### src/hdl/crc15_register_group_checker_assert.svh
// ----------------------------------------------------------------------------
// CRC-15 register group checker: assertion macros
// Shared concurrent assertion forms, clocked on clk and disabled in reset.
// ----------------------------------------------------------------------------
`ifndef CRC15_REGISTER_GROUP_CHECKER_ASSERT_SVH
`define CRC15_REGISTER_GROUP_CHECKER_ASSERT_SVH

// Same-cycle implication
`define CRC15GC_ASSERT_NOW(label, ante, cons, msg) \
	label: assert property (@(posedge clk) disable iff (!arst_n) (ante) |-> (cons)) \
		else $error(msg);

// Next-cycle implication
`define CRC15GC_ASSERT_NEXT(label, ante, cons, msg) \
	label: assert property (@(posedge clk) disable iff (!arst_n) (ante) |=> (cons)) \
		else $error(msg);

`endif

### src/hdl/crc15gc_pkg.sv
// ----------------------------------------------------------------------------
// CRC-15 register group checker: package
// Shared types, register indexes, reset values and scaling constants.
// ----------------------------------------------------------------------------
`default_nettype none

package crc15gc_pkg;

	// Configuration register indexes
	localparam int CFG_IDX_W = 2;
	localparam logic [CFG_IDX_W-1:0] REG_CHAIN_LENGTH     = 2'd0;
	localparam logic [CFG_IDX_W-1:0] REG_CHECK_SEED       = 2'd1;
	localparam logic [CFG_IDX_W-1:0] REG_CHECK_POLYNOMIAL = 2'd2;

	localparam int CFG_DATA_W = 15;

	// Reset values
	localparam logic [4:0]  RST_CHAIN_LENGTH     = 5'd2;
	localparam logic [14:0] RST_CHECK_SEED       = 15'd16;
	localparam logic [14:0] RST_CHECK_POLYNOMIAL = 15'h4599;

	// Chain and queue sizing
	localparam int MAX_CHAIN_DEF  = 16;
	localparam int QUEUE_DEPTH_DEF = 2;

	// Byte positions within one chip group
	localparam logic [2:0] POS_FIRST_CHECK = 3'd6;
	localparam logic [2:0] POS_LAST        = 3'd7;

	// Division by ten as multiply by reciprocal, exact for 16-bit inputs
	localparam logic [15:0] DIV10_MUL   = 16'hCCCD;
	localparam int          DIV10_SHIFT = 19;
	localparam int          SCALED_W    = 13;

	// One finished chip group, handed from the front end to the back end
	typedef struct packed {
		logic [3:0]  chip_index;
		logic [2:0]  group_echo;
		logic [15:0] code_first;
		logic [15:0] code_second;
		logic [15:0] code_third;
		logic [15:0] received_check;
		logic        check_ok;
		logic        error_so_far;
		logic        last_of_read;
	} grp_rec_t;

endpackage

`default_nettype wire

### src/hdl/crc15gc_front.sv
// ----------------------------------------------------------------------------
// CRC-15 register group checker: front end
// Accepts bytes, runs the CRC-15, collects each chip group and classifies it.
// ----------------------------------------------------------------------------
`default_nettype none
`include "crc15_register_group_checker_assert.svh"

module crc15gc_front #(
	parameter int MAX_CHAIN = 16
) (
	input  wire logic                                   clk,
	input  wire logic                                   arst_n,
	input  wire logic                                   cfg_valid,
	input  wire logic [crc15gc_pkg::CFG_IDX_W-1:0]      cfg_index,
	input  wire logic [crc15gc_pkg::CFG_DATA_W-1:0]     cfg_data,
	input  wire logic                                   in_valid,
	output logic                                        in_ready,
	input  wire logic [7:0]                             rx_byte,
	input  wire logic                                   start_of_read,
	input  wire logic [2:0]                             group_id,
	output logic                                        push,
	output crc15gc_pkg::grp_rec_t                       rec,
	input  wire logic                                   queue_full
);

	import crc15gc_pkg::*;

	localparam logic [4:0] MAX_LEN = 5'(MAX_CHAIN);

	logic [4:0]  chain_q;
	logic [14:0] seed_q;
	logic [14:0] poly_q;

	logic [15:0] rem_q;
	logic [2:0]  pos_q;
	logic [3:0]  chip_q;
	logic        err_q;
	logic [2:0]  grp_q;
	logic [7:0]  bytes_q [7];

	logic [15:0] rem_e;
	logic [2:0]  pos_e;
	logic [3:0]  chip_e;
	logic        err_e;
	logic [2:0]  grp_e;
	logic [4:0]  len_e;
	logic        accept;
	logic        is_check;

	// One table entry formed from the polynomial, then the byte-wide update
	function automatic logic [15:0] crc_byte(input logic [15:0] rem, input logic [7:0] b,
		input logic [14:0] poly);
		logic [15:0] r;
		r = {1'b0, rem[14:7] ^ b, 7'd0};
		for (int k = 0; k < 8; k++) begin
			if (r[14]) begin
				r = {r[14:0], 1'b0} ^ {1'b0, poly};
			end else begin
				r = {r[14:0], 1'b0};
			end
		end
		return {rem[7:0], 8'h00} ^ r;
	endfunction

	assign in_ready = !queue_full;
	assign accept   = in_valid && in_ready;

	// Start of read clears the group context before the byte is taken
	always_comb begin
		rem_e  = start_of_read ? {1'b0, seed_q} : rem_q;
		pos_e  = start_of_read ? '0 : pos_q;
		chip_e = start_of_read ? '0 : chip_q;
		err_e  = start_of_read ? 1'b0 : err_q;
		grp_e  = start_of_read ? group_id : grp_q;
	end

	always_comb begin
		if (chain_q == '0) begin
			len_e = 5'd1;
		end else if (chain_q > MAX_LEN) begin
			len_e = MAX_LEN;
		end else begin
			len_e = chain_q;
		end
	end

	assign is_check = (pos_e == POS_LAST);
	assign push     = accept && is_check;

	always_comb begin
		rec.chip_index     = chip_e;
		rec.group_echo     = grp_e;
		rec.code_first     = {bytes_q[1], bytes_q[0]};
		rec.code_second    = {bytes_q[3], bytes_q[2]};
		rec.code_third     = {bytes_q[5], bytes_q[4]};
		rec.received_check = {bytes_q[6], rx_byte};
		rec.check_ok       = (rec.received_check == {rem_e[14:0], 1'b0});
		rec.error_so_far   = err_e || !rec.check_ok;
		rec.last_of_read   = ({1'b0, chip_e} == (len_e - 5'd1));
	end

	always_ff @(posedge clk or negedge arst_n) begin
		if (!arst_n) begin
			chain_q <= RST_CHAIN_LENGTH;
			seed_q  <= RST_CHECK_SEED;
			poly_q  <= RST_CHECK_POLYNOMIAL;
		end else if (cfg_valid) begin
			case (cfg_index)
				REG_CHAIN_LENGTH:     chain_q <= cfg_data[4:0];
				REG_CHECK_SEED:       seed_q  <= cfg_data;
				REG_CHECK_POLYNOMIAL: poly_q  <= cfg_data;
				default: ;
			endcase
		end
	end

	always_ff @(posedge clk or negedge arst_n) begin
		if (!arst_n) begin
			rem_q  <= {1'b0, RST_CHECK_SEED};
			pos_q  <= '0;
			chip_q <= '0;
			err_q  <= 1'b0;
			grp_q  <= '0;
		end else if (accept) begin
			grp_q <= grp_e;
			if (!is_check) begin
				if (pos_e < POS_FIRST_CHECK) begin
					rem_q <= crc_byte(rem_e, rx_byte, poly_q);
				end else begin
					rem_q <= rem_e;
				end
				pos_q  <= pos_e + 3'd1;
				chip_q <= chip_e;
				err_q  <= err_e;
			end else begin
				// Close the group: reload the seed, advance the chip or wrap it after the last
				rem_q  <= {1'b0, seed_q};
				pos_q  <= '0;
				chip_q <= rec.last_of_read ? '0 : chip_e + 4'd1;
				err_q  <= rec.error_so_far;
			end
		end
	end

	always_ff @(posedge clk) begin
		if (accept && !is_check) begin
			bytes_q[pos_e] <= rx_byte;
		end
	end

	`CRC15GC_ASSERT_NEXT(a_pos_wrap, push, pos_q == '0, "byte position not cleared after group")
	`CRC15GC_ASSERT_NEXT(a_chip_wrap, push && rec.last_of_read, chip_q == '0,
		"chip counter not cleared after last chip")

endmodule

`default_nettype wire

### config.mk
export PLATFORM = sky130hd
export DESIGN_NAME = crc15gc_front
export DESIGN_NICKNAME = d
export VERILOG_FILES = /design/src/hdl/crc15gc_pkg.sv /design/src/hdl/crc15gc_front.sv
export VERILOG_INCLUDE_DIRS = /design/src /design/src/hdl
export SDC_FILE = /design/constraint.sdc
export NUM_CORES = 1
export LEC_CHECK = 0
export BUFFER_PORTS_ARGS = -buffer_cell sky130_fd_sc_hd__buf_2
export CAP_MARGIN = 20
export CORE_MARGIN = 2
export CORE_UTILIZATION = 54
export DETAILED_ROUTE_END_ITERATION = 8
export MAX_ROUTING_LAYER = met4
export PLACE_DENSITY = 0.81
export SYNTH_ARGS = -nofsm -noshare
export SYNTH_HDL_FRONTEND = slang
export SYNTH_SLANG_ARGS = --single-unit
### constraint.sdc
create_clock -name clk -period 5.7 [get_ports clk]
set_input_delay 0.57 -clock clk [delete_from_list [all_inputs] [get_ports clk]]
set_output_delay 0.57 -clock clk [all_outputs]
set_load 0.02 [all_outputs]
## Yosys cells after proc, flatten, opt, wreduce, memory -nomap -nowiden

Memory sizes are Yosys's and may differ from the RTL's.
Cells that the tools add are included.

| operators by class | value |
|---|---|
| add/sub/neg operators | 3 |
| magnitude comparators | 2 |
| equal/unequal tests | 5 |
| multiplexer cells | 47 |
| bitwise gates (word level) | 10 |
| reductions and logical operators | 12 |

Operators with widths:

| cell | number |
|---|---|
| $mux 15 | 35 |
| $xor 15x15->15 | 9 |
| $eq 16x16->1 | 1 |
| $mux 4 | 3 |
| $mux 5 | 2 |
| $mux 3 | 3 |
| $xor 8x8->8 | 1 |
| $reduce_and 2->1 | 3 |
| $eq 4x5->1 | 1 |
| $gt 5x5->1 const B | 1 |
| $logic_not 5->1 | 1 |
| $sub 5x1->5 const B | 1 |
| $add 4x1->4 const B | 1 |
| $mux 1 | 4 |
| $add 3x1->3 const B | 1 |
| $eq 3x3->1 const B | 1 |
| $logic_and 1x1->1 | 3 |
| $logic_not 1->1 | 3 |
| $lt 3x3->1 const B | 1 |
| $eq 2x1->1 const B | 1 |
| $eq 2x2->1 const B | 1 |
| $logic_not 2->1 | 1 |
| $logic_or 1x1->1 | 1 |

| word-level totals | value |
|---|---|
| flip-flop bits (word level) | 61 |
| bits in writable memories | 56 |
| output and inout bits | 76 |
| memories kept | 1 |

Memories:

| memory | depth | bits a word | rd ports | clocked after Yosys merged registers in | wr ports | line | source |
|---|---|---|---|---|---|---|---|
| bytes_q | 7 | 8 | 7 | 0 | 1 | crc15gc_front.sv:39 | `logic [7:0] bytes_q [7];` |

## Longest topological paths before layout

Gate-level depths: netlist of run 1.

| depth | value |
|---|---|
| depth after elaboration | 45 |
| mapped depth | 17 |
| gate-level depth less buffers | 13 |

## Least setup slack after synthesis of run 1

No wires, ideal clock.

| timing path | value |
|---|---|
| path kind | input -> register |
| start | input port start_of_read |
| end | register rem_q[10] |
| data arrival time | 3.833 ns |
| path slack | 1.735 ns |
| cell stages on the path | 15 |
| buffers on the path | 2 |
| path through | buf_6 -> mux2i_4 -> xor2_4 -> o211ai_1 -> and4b_1 -> or3_4 -> a31oi_4 -> nor2_2 -> o32a_1 -> a31o_4 -> and3_4 -> buf_6 -> o21a_1 -> xnor2_1 -> o21ai_1 |

| on the way | value |
|---|---|
| cells in the longest elaborated chain, start to end | 44 |
| elaborated cells between the ends (all ways) | 48 |

RTL lines:

| item | line | source |
|---|---|---|
| start: declaration | crc15gc_front.sv:19 | `input wire logic start_of_read,` |
| $mux 15 | crc15gc_front.sv:70 | `rem_e = start_of_read ? {1'b0, seed_q} : rem_q;` |
| $xor 8x8->8 | crc15gc_front.sv:54 | `r = {1'b0, rem[14:7] ^ b, 7'd0};` |
| $mux 15 / $xor 15x15->15 (equally long branches) | crc15gc_front.sv:56, crc15gc_front.sv:57 |  |
| $mux 15, on equally long branches | crc15gc_front.sv:127, crc15gc_front.sv:56 |  |
| $mux 15, on equally long branches | crc15gc_front.sv:126, crc15gc_front.sv:127 |  |
| $mux 15, on equally long branches | crc15gc_front.sv:124, crc15gc_front.sv:126 |  |
| $xor 15x15->15 / $mux 15 (equally long branches) | crc15gc_front.sv:57, crc15gc_front.sv:124 |  |
| $mux 15 / $xor 15x15->15 (equally long branches) | crc15gc_front.sv:56, crc15gc_front.sv:57 |  |
| (+28 left out) | n/a |  |
| $xor 15x15->15 / $mux 15 (equally long branches) | crc15gc_front.sv:57, crc15gc_front.sv:124 |  |
| $mux 15 | crc15gc_front.sv:56 | `if (r[14]) begin` |
| $mux 15 | crc15gc_front.sv:127 | `if (pos_e < POS_FIRST_CHECK) begin` |
| $mux 15 | crc15gc_front.sv:126 | `if (!is_check) begin` |
| $mux 15 | crc15gc_front.sv:124 | `end else if (accept) begin` |
| $xor 15x15->15 | crc15gc_front.sv:62 | `return {rem[7:0], 8'h00} ^ r;` |
| $mux 15 | crc15gc_front.sv:127 |  |
| $mux 15 * | crc15gc_front.sv:126 |  |
| end signal: assignment | crc15gc_front.sv:128 | `rem_q <= crc_byte(rem_e, rx_byte, poly_q);` |
| end signal: assignment | crc15gc_front.sv:130 | `rem_q <= rem_e;` |
| end signal: assignment | crc15gc_front.sv:137 | `rem_q <= {1'b0, seed_q};` |
| end: declaration | crc15gc_front.sv:34 | `logic [15:0] rem_q;` |

Every way passes the cells marked *; elsewhere a longest branch is shown, timed or not. The select of a mux whose other input is x is not followed.
A chain may end at the register's enable or synchronous reset.

## Final worst setup path of run 1

| timing path | value |
|---|---|
| start | register seed_q[13] |
| end | register rem_q[7] |

| on the way | value |
|---|---|
| cells in the longest elaborated chain, start to end | 44 |

RTL lines:

| item | line | source |
|---|---|---|
| start: declaration | crc15gc_front.sv:31 | `logic [14:0] seed_q;` |
| start signal: assignment | crc15gc_front.sv:110 | `REG_CHECK_SEED: seed_q <= cfg_data;` |
| $mux 15 * | crc15gc_front.sv:70 |  |
| $xor 8x8->8 * | crc15gc_front.sv:54 |  |
| $xor 15x15->15 | crc15gc_front.sv:57 | `r = {r[14:0], 1'b0} ^ {1'b0, poly};` |
| $mux 15 * | crc15gc_front.sv:56 |  |
| $mux 15 * | crc15gc_front.sv:127 |  |
| $mux 15 * | crc15gc_front.sv:126 |  |
| $mux 15 * | crc15gc_front.sv:124 |  |
| $mux 15 * | crc15gc_front.sv:56 |  |
| (+28 left out) | n/a |  |
| $xor 15x15->15 | crc15gc_front.sv:57 |  |
| $mux 15 * | crc15gc_front.sv:56 |  |
| $mux 15 * | crc15gc_front.sv:127 |  |
| $mux 15 * | crc15gc_front.sv:126 |  |
| $mux 15 * | crc15gc_front.sv:124 |  |
| $xor 15x15->15 * | crc15gc_front.sv:62 |  |
| $mux 15 * | crc15gc_front.sv:127 |  |
| $mux 15 * | crc15gc_front.sv:126 |  |

Marked as above.

==> flow_metrics.py, run 1 <==
metrics = {
    "outcome": {
        "status": "complete, no violations",
    },
    "synth": {
        "yosysUniqueCellTypes": 79,
        "synth_area_per_cell_um2": 10.5,
        "synth_edf_count": 56,
        "synth_ff_type": "edfxtp_1",
        "ys_seq_elements": 117,
        "syn_inst": 720,
        "async_reset_ff_share_pct": 52.1,
        "syn_nets": 758,
        "netlist_area_um2": 7570,
        "ys_seq_area_share_pct": 42.6,
        "ys.warnings.count": 0,
    },
    "sta": {
        "worst_pin_slew_ns": 1.05,
        "slew_violations": 0,
        "setup_viol": 0,
        "fmax_ghz": 0.210,
        "setup_ws_ns": 0.933,
        "finalHoldViolCount": 0,
        "fin_worst_skew_ns": 0.00890,
        "finalSetupTns_ns": 0,
        "finalCriticalPeriod_ns": 4.77,
        "rsz0062_at_grt": "no",
        "min_period_over_period_pct": 83.6,
        "relSlewSlack_pct": 29.6,
    },
    "critical_path": {
        "path_common_cell": "xnor2_1",
        "cp_data_arrival_time_ns": 5.06,
        "cp.required_ns": 6.00,
        "path_cells": "mux2i_4 -> xnor2_1 -> nand3_1 -> and4b_1 -> or3_4 -> and4_4 -> nor2_2 -> buf_4 -> o32a_1 -> nand4_1 -> a21oi_4 -> o21a_1 -> xnor2_1 -> a31o_1",
        "path_class": "reg2reg",
        "endpoint_kind": "flip-flop",
        "worst-path-buf-inv": 1,
        "crit_fanout": 16,
        "cp_slowest_cell": "xnor2_1",
        "start_kind": "flip-flop",
        "crit_family": "simple AND/OR/NAND/NOR gates",
        "cp_slowest_stage_delay_ns": 0.84,
    },
    "cts": {
        "clkTransAtPathRegs_ns": 0.06,
        "postCtsHoldBufs": 0,
        "clkLatencyLatePin_ns": 0.41,
        "cts-buffers-inserted": 17,
        "cts_tree": "built",
        "h-tree-depth": 4,
        "cts-root-buf": "clkbuf_16",
        "post_cts_buffers": 0,
        "clockBufferDepth": 2,
        "cts.sinks": 117,
        "post_cts_resized": 0,
    },
    "worst_hold_path": {
        "hold_class": "in2async",
    },
    "power_and_ir_drop": {
        "clockPowerShare_pct": 16.8,
        "p_per_area_nw_per_um2": 687,
        "total_leakage_power_nw": 3.52,
        "pwr-share-seq_pct": 19.5,
        "switching_power_mw": 2.58,
        "intPower_mw": 3.44,
        "peakVddDrop_mv": 0.383,
        "comb_power_share_pct": 63.7,
        "swShare_pct": 42.8,
    },
    "final_layout": {
        "nNetsFinal": 850,
        "fin_area_um2": 8770,
        "n_antenna_cell": 0,
        "final_cell_mix": "xnor2_1 (120), buf_2 (109), nand2_1 (82)",
        "drive_gt1_share_pct": 28.2,
        "final_core_util_pct": 63.7,
        "syn2layout_area_growth_pct": 15.9,
        "mostFrequentLayoutCell": "xnor2_1",
    },
    "floorplanning": {
        "die_x_um": 122,
        "die_h_um": 122,
        "coreArea_um2": 13800,
        "die_area_um2": 15000,
        "start_util_pct": 54.9,
        "rows": 43,
        "pin_count": 110,
    },
    "placed_design": {
        "pre_cts_slack_ns": 0.651,
        "io_buffers": 109,
        "dpl_cell_area_um2": 8170,
        "dp_hpwl_um": 13700,
        "gp_congestion": 0.907,
    },
    "grt": {
        "antenna_found_initial": 0,
        "grt_pass1_wl_um": 31100,
        "grt_max_degree": 62,
        "grt_pass1_vias": 5667,
        "track_usage_pct": 28.0,
        "grt_overflow_total": 0,
    },
    "route": {
        "routed-via-count": 6092,
        "firstDrtPassIters": 5,
        "drtIter0Drc": 723,
        "vias_per_cell": 6.06,
        "routedWlPerCell_um": 19.7,
        "ant_nets": 0,
        "wl_um": 19800,
        "drcViolationCount": 0,
    },
    "flow_run": {
        "drv_cap": 0,
    },
}
==> final timing paths <==
check | startpoint | endpoint | slack (ns) | depth (start not counted)
setup / recovery | seed_q[13] | rem_q[7] | 0.93 | 14
hold / removal | arst_n | poly_q[1] | 0.33 | 2
setup reg to reg | seed_q[13] | rem_q[7] | 0.93 | 14
hold reg to reg | chip_q[3] | chip_q[3] | 0.49 | 2
max in group asynchronous | arst_n | seed_q[10] | 4.84 | 2
min in group clk | group_id[0] | grp_q[0] | 0.42 | 2
==> Yosys cell counts (all sizes together) (4+ instances only) <==
cell     number  share of area [%]
a21oi        11               0.88
a22oi        15                1.5
a31o          4               0.58
and3         16                1.5
buf          28                2.5
clkbuf       25                1.2
dfrtp        51                 17
dfstp        10                3.5
edfxtp       56                 22
ha            4               0.66
inv          15               0.74
mux2         42                6.2
mux2i        18                2.9
nand2        82                4.1
nand2b        6               0.50
nand3        33                2.2
nand3b        4               0.40
nand4         8               0.66
nor2         22                1.1
nor2b         6               0.50
nor3          8               0.53
nor4         12                1.1
o2111ai       4               0.46
o211ai        8               0.79
o21a         14                1.4
o21ai        32                2.2
o311ai        4               0.79
o31ai         4               0.58
xnor2       123                 15
xor2         13                1.9
==> power groups by stage <==
stage	Sequential [mW]	Combinational (mW)	Clock, mW
final	1.17	3.84	1.01
after global routing	1.18	4.15	1.06
after CTS	1.16	3.80	1.01
after detailed placement	1.17	3.75	0
after global placement	1.17	3.72	0
after floorplan	1.10	3.27	0
==> worst reg2reg max path: stages, from the launching register on <==
cell	delay, ns
dfrtp_1	0.43
mux2i_4	0.15
xnor2_1	0.84
nand3_1	0.20
and4b_1	0.30
or3_4	0.44
and4_4	0.22
nor2_2	0.07
buf_4	0.22
o32a_1	0.56
nand4_1	0.32
a21oi_4	0.44
o21a_1	0.18
xnor2_1	0.06
a31o_1	0.21
==> state kept, by name, summed over array words and instances, names as in the netlist <==
register,flops
bytes_q,56
chain_q,5
chip_q,4
err_q,1
grp_q,3
poly_q,15
pos_q,3
rem_q,15
seed_q,15
==> final cells by class <==
cell class                 count  area (um2)
multi-input combinational    534        4020
tap                          180         225
fill                        1045        5000
timing repair buffer         126         677
clock buffer                  21         472
inverter                      16        60.1
clock inverter                11        97.6
sequential                   117        3220
==> metal layers <==
metal,part of all wire [%],vias to the layer above,GRT usage [%]
met1,41,2962,37.0
met5,0,-,-
met3,8.1,38,6.88
met2,49,328,43.4
li1,-,2764,-
met4,1.9,0,7.47
==> through the flow <==
stage / hold slack [ns] / power [mW] / cells
final: 0.326 / 6.02 / 1005
after global routing: 0.389 / 6.39 / 1005
after CTS: 0.356 / 5.97 / 1002
after detailed placement: 0.481 / 4.93 / 970
after global placement: 0.457 / 4.89 / 970
after floorplan: 0.274 / 4.37 / 720
==> cell families (layout without fill, tap and decap cells) <==
logic type	Yosys count	in the layout	share of synthesized area, %
AO/OA/AOI/OAI	126	126	12.7
XOR/XNOR	137	137	16.8
adder cells (fa/ha/maj)	4	4	0.661
buffers and inverters	69	174	4.53
flip-flops	117	117	42.6
multiplexers	60	60	9.13
AND/OR/NAND/NOR	207	207	13.6
Power figures use the tool's default switching activity.
==> run 2, diff against run 1 <==
==> constraint.sdc (replaced) <==
create_clock -name clk -period 4.85 [get_ports clk]
set_input_delay 0.485 -clock clk [delete_from_list [all_inputs] [get_ports clk]]
set_output_delay 0.485 -clock clk [all_outputs]
set_load 0.02 [all_outputs]
==> run 2 against run 1 <==
- sequential power grew 16%
- global-route usage grew 0.53 points
- die area is the same
- largest cell class unchanged
- clock power grew 22%
- largest power group unchanged
==> flow_metrics.py, run 2 (same netlist as run 1, synthesis figures left out) <==
metrics = {
    "sta": {
        "finalCriticalPeriod_ns": 4.23,
        "finalHoldViolCount": 0,
        "rsz0062_at_grt": "no",
        "setup_viol": 0,
        "fmax_ghz": 0.236,
        "relSlewSlack_pct": 31.0,
        "fin_worst_skew_ns": 0.0108,
        "worst_pin_slew_ns": 1.03,
        "finalSetupTns_ns": 0,
        "min_period_over_period_pct": 87.2,
        "slew_violations": 0,
    },
    "grt": {
        "grt_pass1_vias": 5853,
        "grt_pass1_wl_um": 31700,
        "track_usage_pct": 28.5,
        "grt_max_degree": 62,
        "antenna_found_initial": 0,
        "grt_overflow_total": 0,
    },
    "placed_design": {
        "dp_hpwl_um": 14200,
        "io_buffers": 109,
        "dp.cells": 979,
        "dpl_cell_area_um2": 8240,
        "gp_congestion": 0.959,
    },
    "critical_path": {
        "cp_data_arrival_time_ns": 4.50,
        "cp.required_ns": 5.12,
        "endpoint_kind": "flip-flop",
        "crit_fanout": 14,
        "start_kind": "flip-flop",
        "path_class": "reg2reg",
    },
    "power_and_ir_drop": {
        "p_total_mw": 7.17,
        "p_per_area_nw_per_um2": 811,
        "comb_power_share_pct": 63.8,
        "pwr-share-seq_pct": 19.0,
        "swShare_pct": 42.5,
        "total_leakage_power_nw": 3.56,
        "switching_power_mw": 3.04,
        "intPower_mw": 4.13,
        "clockPowerShare_pct": 17.1,
        "peakVddDrop_mv": 0.526,
    },
    "final_layout": {
        "mostFrequentLayoutCell": "xnor2_1",
        "fin_cells": 1013,
        "fin_area_um2": 8840,
        "final_cell_mix": "xnor2_1 (120), buf_2 (109), nand2_1 (82)",
        "regMostFlops": "bytes_q",
        "n_antenna_cell": 0,
        "nNetsFinal": 858,
        "drive_gt1_share_pct": 28.8,
        "syn2layout_area_growth_pct": 16.8,
        "largest_reg_flops": 56,
    },
    "floorplanning": {
        "die_x_um": 122,
        "die_h_um": 122,
        "die_area_um2": 15000,
        "start_util_pct": 54.9,
        "coreArea_um2": 13800,
        "pin_count": 110,
        "rows": 43,
    },
    "route": {
        "drtIter0Drc": 799,
        "drcViolationCount": 0,
        "routedWlPerCell_um": 19.6,
        "vias_per_cell": 5.99,
        "firstDrtPassIters": 7,
        "routed-via-count": 6070,
        "wl_um": 19800,
        "ant_nets": 0,
    },
    "cts": {
        "clkTransAtPathRegs_ns": 0.06,
        "post_cts_resized": 0,
        "postCtsHoldBufs": 0,
        "post_cts_buffers": 0,
        "cts_tree": "built",
        "cts.sinks": 117,
        "clockBufferDepth": 2,
        "cts-buffers-inserted": 17,
        "clkLatencyLatePin_ns": 0.41,
        "cts-root-buf": "clkbuf_16",
        "h-tree-depth": 4,
    },
    "worst_hold_path": {
        "hold_class": "in2async",
    },
    "outcome": {
        "status": "complete, no violations",
    },
    "flow_run": {
        "drv_cap": 0,
    },
}
run 2: power groups by stage:
stage	Sequential, mW	Combinational (mW)	Clock (mW)
floorplan	1.29	3.84	0
global placement	1.37	4.45	0
detailed placement	1.37	4.50	0
CTS	1.36	4.54	1.23
global route	1.38	4.92	1.28
finish	1.36	4.58	1.23
run 2: worst paths after layout:
path | startpoint | endpoint | slack (ns) | cells after the start
min | arst_n | poly_q[5] | 0.24 | 2
max | seed_q[13] | rem_q[1] | 0.62 | 13
min in group clk | cfg_data[13] | poly_q[13] | 0.32 | 2
min reg2reg | chip_q[3] | chip_q[3] | 0.49 | 2
max in group asynchronous | arst_n | seed_q[14] | 4.07 | 2
max reg2reg | seed_q[13] | rem_q[1] | 0.62 | 13
run 2: critical path, stage by stage, from the launching register on:
cell and delay [ns]:
dfrtp_1 0.45, mux2i_4 0.16, xnor2_1 0.68, o211ai_1 0.23, a31oi_1 0.42, nor2_1 0.13, a2111o_1 0.44, o21a_1 0.24
o32a_1 0.23, a31o_4 0.28, a21oi_4 0.37, o21ai_1 0.12, xor2_1 0.24, o21ai_1 0.08
run 2: through the flow:
step	utilization (%)	hold WS (ns)	setup slack, ns
after floorplan	-	0.189	0.970
after global placement	59.8	0.456	0.389
after detailed placement	59.8	0.476	0.359
after CTS	64.1	0.265	0.713
after global routing	64.2	0.305	0.333
final	64.2	0.241	0.620
run 2: cell type report:
class                   instances  area (um2)
clock inverters                11         126
fillers                      1060        4930
repair buffers                134         733
well taps                     180         225
flip-flops and latches        117        3220
inverters                      16        60.1
multi-input cells             534        4020
clock buffers                  21         460
run 2: metal layers:
metal  global-route usage (%)  wire length, um  vias up
met2                     43.7             9330      288
met3                     5.76             1530       55
li1                         -                -     2781
met1                     37.7             8310     2946
met4                     10.6              668        0
met5                        -                0        -
==> run 3, diff against run 2 <==
--- a/config.mk
+++ b/config.mk
@@ -6,6 +6,7 @@
 export SDC_FILE = /design/constraint.sdc
 export NUM_CORES = 1
 export LEC_CHECK = 0
+export ABC_AREA = 1
 export BUFFER_PORTS_ARGS = -buffer_cell sky130_fd_sc_hd__buf_2
 export CAP_MARGIN = 20
 export CORE_MARGIN = 2
==> run 3 against run 2 <==
- non-clock buffer count decreased by 12
- design area increased by 2.0%
- synthesized area increased by 4.5%
- worst hold slack got worse by 0.0093 ns
- clock-buffer cell count decreased by 2
- setup slack improved by 0.21 ns
- cell count increased by 40%
- clock skew decreased by 0.0031 ns
- sequential cell count unchanged
- sequential power decreased by 3%
- sequential share of layout area decreased by 0.70 points
- critical path type is now in2reg
- critical endpoint is now rem_q[7]
- largest cell class unchanged
- largest power group unchanged
==> flow_metrics.py, run 3 <==
metrics = {
    "outcome": {
        "status": "complete, no violations",
    },
    "critical_path": {
        "reg2reg_depth": 26,
        "cp_data_arrival_time_ns": 4.32,
        "path_class": "in2reg",
        "start_kind": "primary input",
        "crit_fanout": 20,
        "endpoint_kind": "flip-flop",
        "cp.required_ns": 5.15,
    },
    "cts": {
        "cts-buffers-inserted": 17,
        "clkLatencyLatePin_ns": 0.42,
        "postCtsHoldBufs": 0,
        "h-tree-depth": 4,
        "cts.sinks": 117,
        "clockBufferDepth": 2,
        "post_cts_buffers": 0,
        "clkTransAtPathRegs_ns": 0.05,
        "cts-root-buf": "clkbuf_16",
        "cts_tree": "built",
        "post_cts_resized": 0,
    },
    "grt": {
        "grt_pass1_vias": 6917,
        "grt_overflow_total": 0,
        "grt_pass1_wl_um": 34500,
        "track_usage_pct": 28.3,
        "grt_max_degree": 62,
        "antenna_found_initial": 0,
    },
    "power_and_ir_drop": {
        "p_per_area_nw_per_um2": 514,
        "clockPowerShare_pct": 24.3,
        "total_leakage_power_nw": 4.70,
        "comb_power_share_pct": 47.1,
        "peakVddDrop_mv": 0.311,
        "pwr-share-seq_pct": 28.6,
        "swShare_pct": 44.8,
        "intPower_mw": 2.56,
        "switching_power_mw": 2.07,
    },
    "sta": {
        "slew_violations": 0,
        "relSlewSlack_pct": 22.6,
        "setup_viol": 0,
        "fmax_ghz": 0.249,
        "worst_pin_slew_ns": 1.15,
        "min_period_over_period_pct": 82.8,
        "setup_ws_ns": 0.833,
        "finalSetupTns_ns": 0,
        "fin_worst_skew_ns": 0.00768,
        "rsz0062_at_grt": "no",
        "finalHoldViolCount": 0,
        "finalCriticalPeriod_ns": 4.02,
    },
    "synth": {
        "post-synth-top-count-cell": "nand2_1",
        "ys.warnings.count": 0,
        "synth_area_leaders": "edfxtp_1 (21%), nand2_1 (20%), dfrtp_1 (16%)",
        "synth_commonest_cells": "nand2_1 (423), inv_1 (165), nand3_1 (105)",
        "synth_area_per_cell_um2": 6.95,
        "netlist_area_um2": 7910,
        "yosysTopAreaCell": "edfxtp_1",
        "synth_top_area_share_pct": 21.3,
        "ys_seq_elements": 117,
        "ys_seq_area_share_pct": 40.7,
        "yosysUniqueCellTypes": 43,
        "syn_nets": 1176,
        "async_reset_ff_share_pct": 52.1,
        "synth_ff_type": "edfxtp_1",
        "synth_edf_count": 56,
        "syn_inst": 1138,
    },
    "route": {
        "ant_nets": 0,
        "vias_per_cell": 5.40,
        "drcViolationCount": 0,
        "wl_um": 21300,
        "routed-via-count": 7657,
        "drtIter0Drc": 799,
        "routedWlPerCell_um": 15.0,
        "firstDrtPassIters": 8,
    },
    "placed_design": {
        "gp_congestion": 0.984,
        "dp_hpwl_um": 15600,
        "pre_cts_slack_ns": 0.523,
        "io_buffers": 109,
    },
    "floorplanning": {
        "coreArea_um2": 14400,
        "start_util_pct": 54.8,
        "die_x_um": 125,
        "pin_count": 110,
        "die_h_um": 125,
        "rows": 44,
        "die_area_um2": 15600,
    },
    "final_layout": {
        "multi_input_area_um2": 3730,
        "syn2layout_area_growth_pct": 14.0,
        "regMostFlops": "bytes_q",
        "n_antenna_cell": 0,
        "mostFrequentLayoutCell": "nand2_1",
        "final_cell_mix": "nand2_1 (423), inv_1 (165), buf_2 (109)",
        "nNetsFinal": 1259,
        "largest_reg_flops": 56,
        "fill_cells": 1289,
        "drive_gt1_share_pct": 16.5,
        "regArea_um2": 3220,
    },
    "flow_run": {
        "drv_cap": 0,
    },
    "worst_hold_path": {
        "hold_class": "in2async",
    },
}
run 3: final timing paths:
| kind | slack [ns] | endpoint | startpoint |
|---|---|---|---|
| setup / recovery | 0.83 | rem_q[7] | start_of_read |
| hold / removal | 0.23 | poly_q[9] | arst_n |
| setup reg to reg | 1.00 | rem_q[7] | seed_q[14] |
| hold reg to reg | 0.48 | seed_q[5] | seed_q[5] |
| max in group asynchronous | 4.07 | chip_q[3] | arst_n |
| min in group clk | 0.32 | poly_q[8] | cfg_data[8] |
run 3: power groups by stage:
stage / combinational, mW / clock (mW) / sequential [mW]
after floorplan: 1.80 / 0 / 1.26
after global placement: 2.09 / 0 / 1.33
after detailed placement: 2.14 / 0 / 1.33
after CTS: 2.15 / 1.13 / 1.32
after global routing: 2.47 / 1.18 / 1.34
final: 2.18 / 1.13 / 1.32
run 3: through the flow:
step                      std cells  hold slack (ns)  utilization (%)  total power [mW]  instance area [um2]
after CTS                      1417            0.258             62.4              4.61                 9000
final                          1418            0.232             62.5              4.63                 9020
after global placement         1385            0.467             58.7              3.43                 8460
after detailed placement       1385            0.474             58.7              3.48                 8460
after global routing           1418            0.296             62.5              4.99                 9020
after floorplan                1138            0.189                -              3.06                 7910
run 3: cell type report:
type / instances / area share [%]
multi-input cells: 792 / 41.4
flip-flops and latches: 117 / 35.7
repair buffers: 122 / 7.22
inverters: 171 / 7.12
clock buffers: 19 / 4.80
well taps: 184 / 2.55
clock inverters: 13 / 1.17
run 3: cells by family after synthesis:
group / after synthesis / synth area share [%]
buf+inv: 229 / 12.1
fa+ha+maj: 4 / 0.633
simple gates: 644 / 35.2
xor+xnor: 29 / 3.21
compound gates: 115 / 8.16
flops: 117 / 40.7
run 3: worst max-delay path: stages:
cell	delay, ns
buf_2	0.29
inv_2	0.25
nand2_2	0.13
nand3_1	0.09
nand2_2	0.12
buf_4	0.24
nand2_1	0.07
nand3_1	0.08
nand2_1	0.09
xnor2_1	0.28
nand2_4	0.20
nand2_2	0.20
nor2_2	0.05
nand2_2	0.07
nand2_4	0.07
nand3_1	0.10
nand2_2	0.09
clkinv_1	0.07
nand3_4	0.12
nand2_4	0.22
nand3_2	0.27
nand2_4	0.31
nor2_2	0.06
nand2_1	0.06
nand3_1	0.09
nand2_1	0.11
nand2_1	0.05
run 3: layer usage:
layer  GRT usage (%)  part of all wire, %  vias to the layer above  routed length, um
met4            10.2                  3.1                        0                669
li1                -                    -                     3761                  -
met5               -                    0                        -                  0
met2            44.7                   47                      370               9970
met3            6.72                  9.0                       56               1930
met1            35.9                   41                     3470               8760
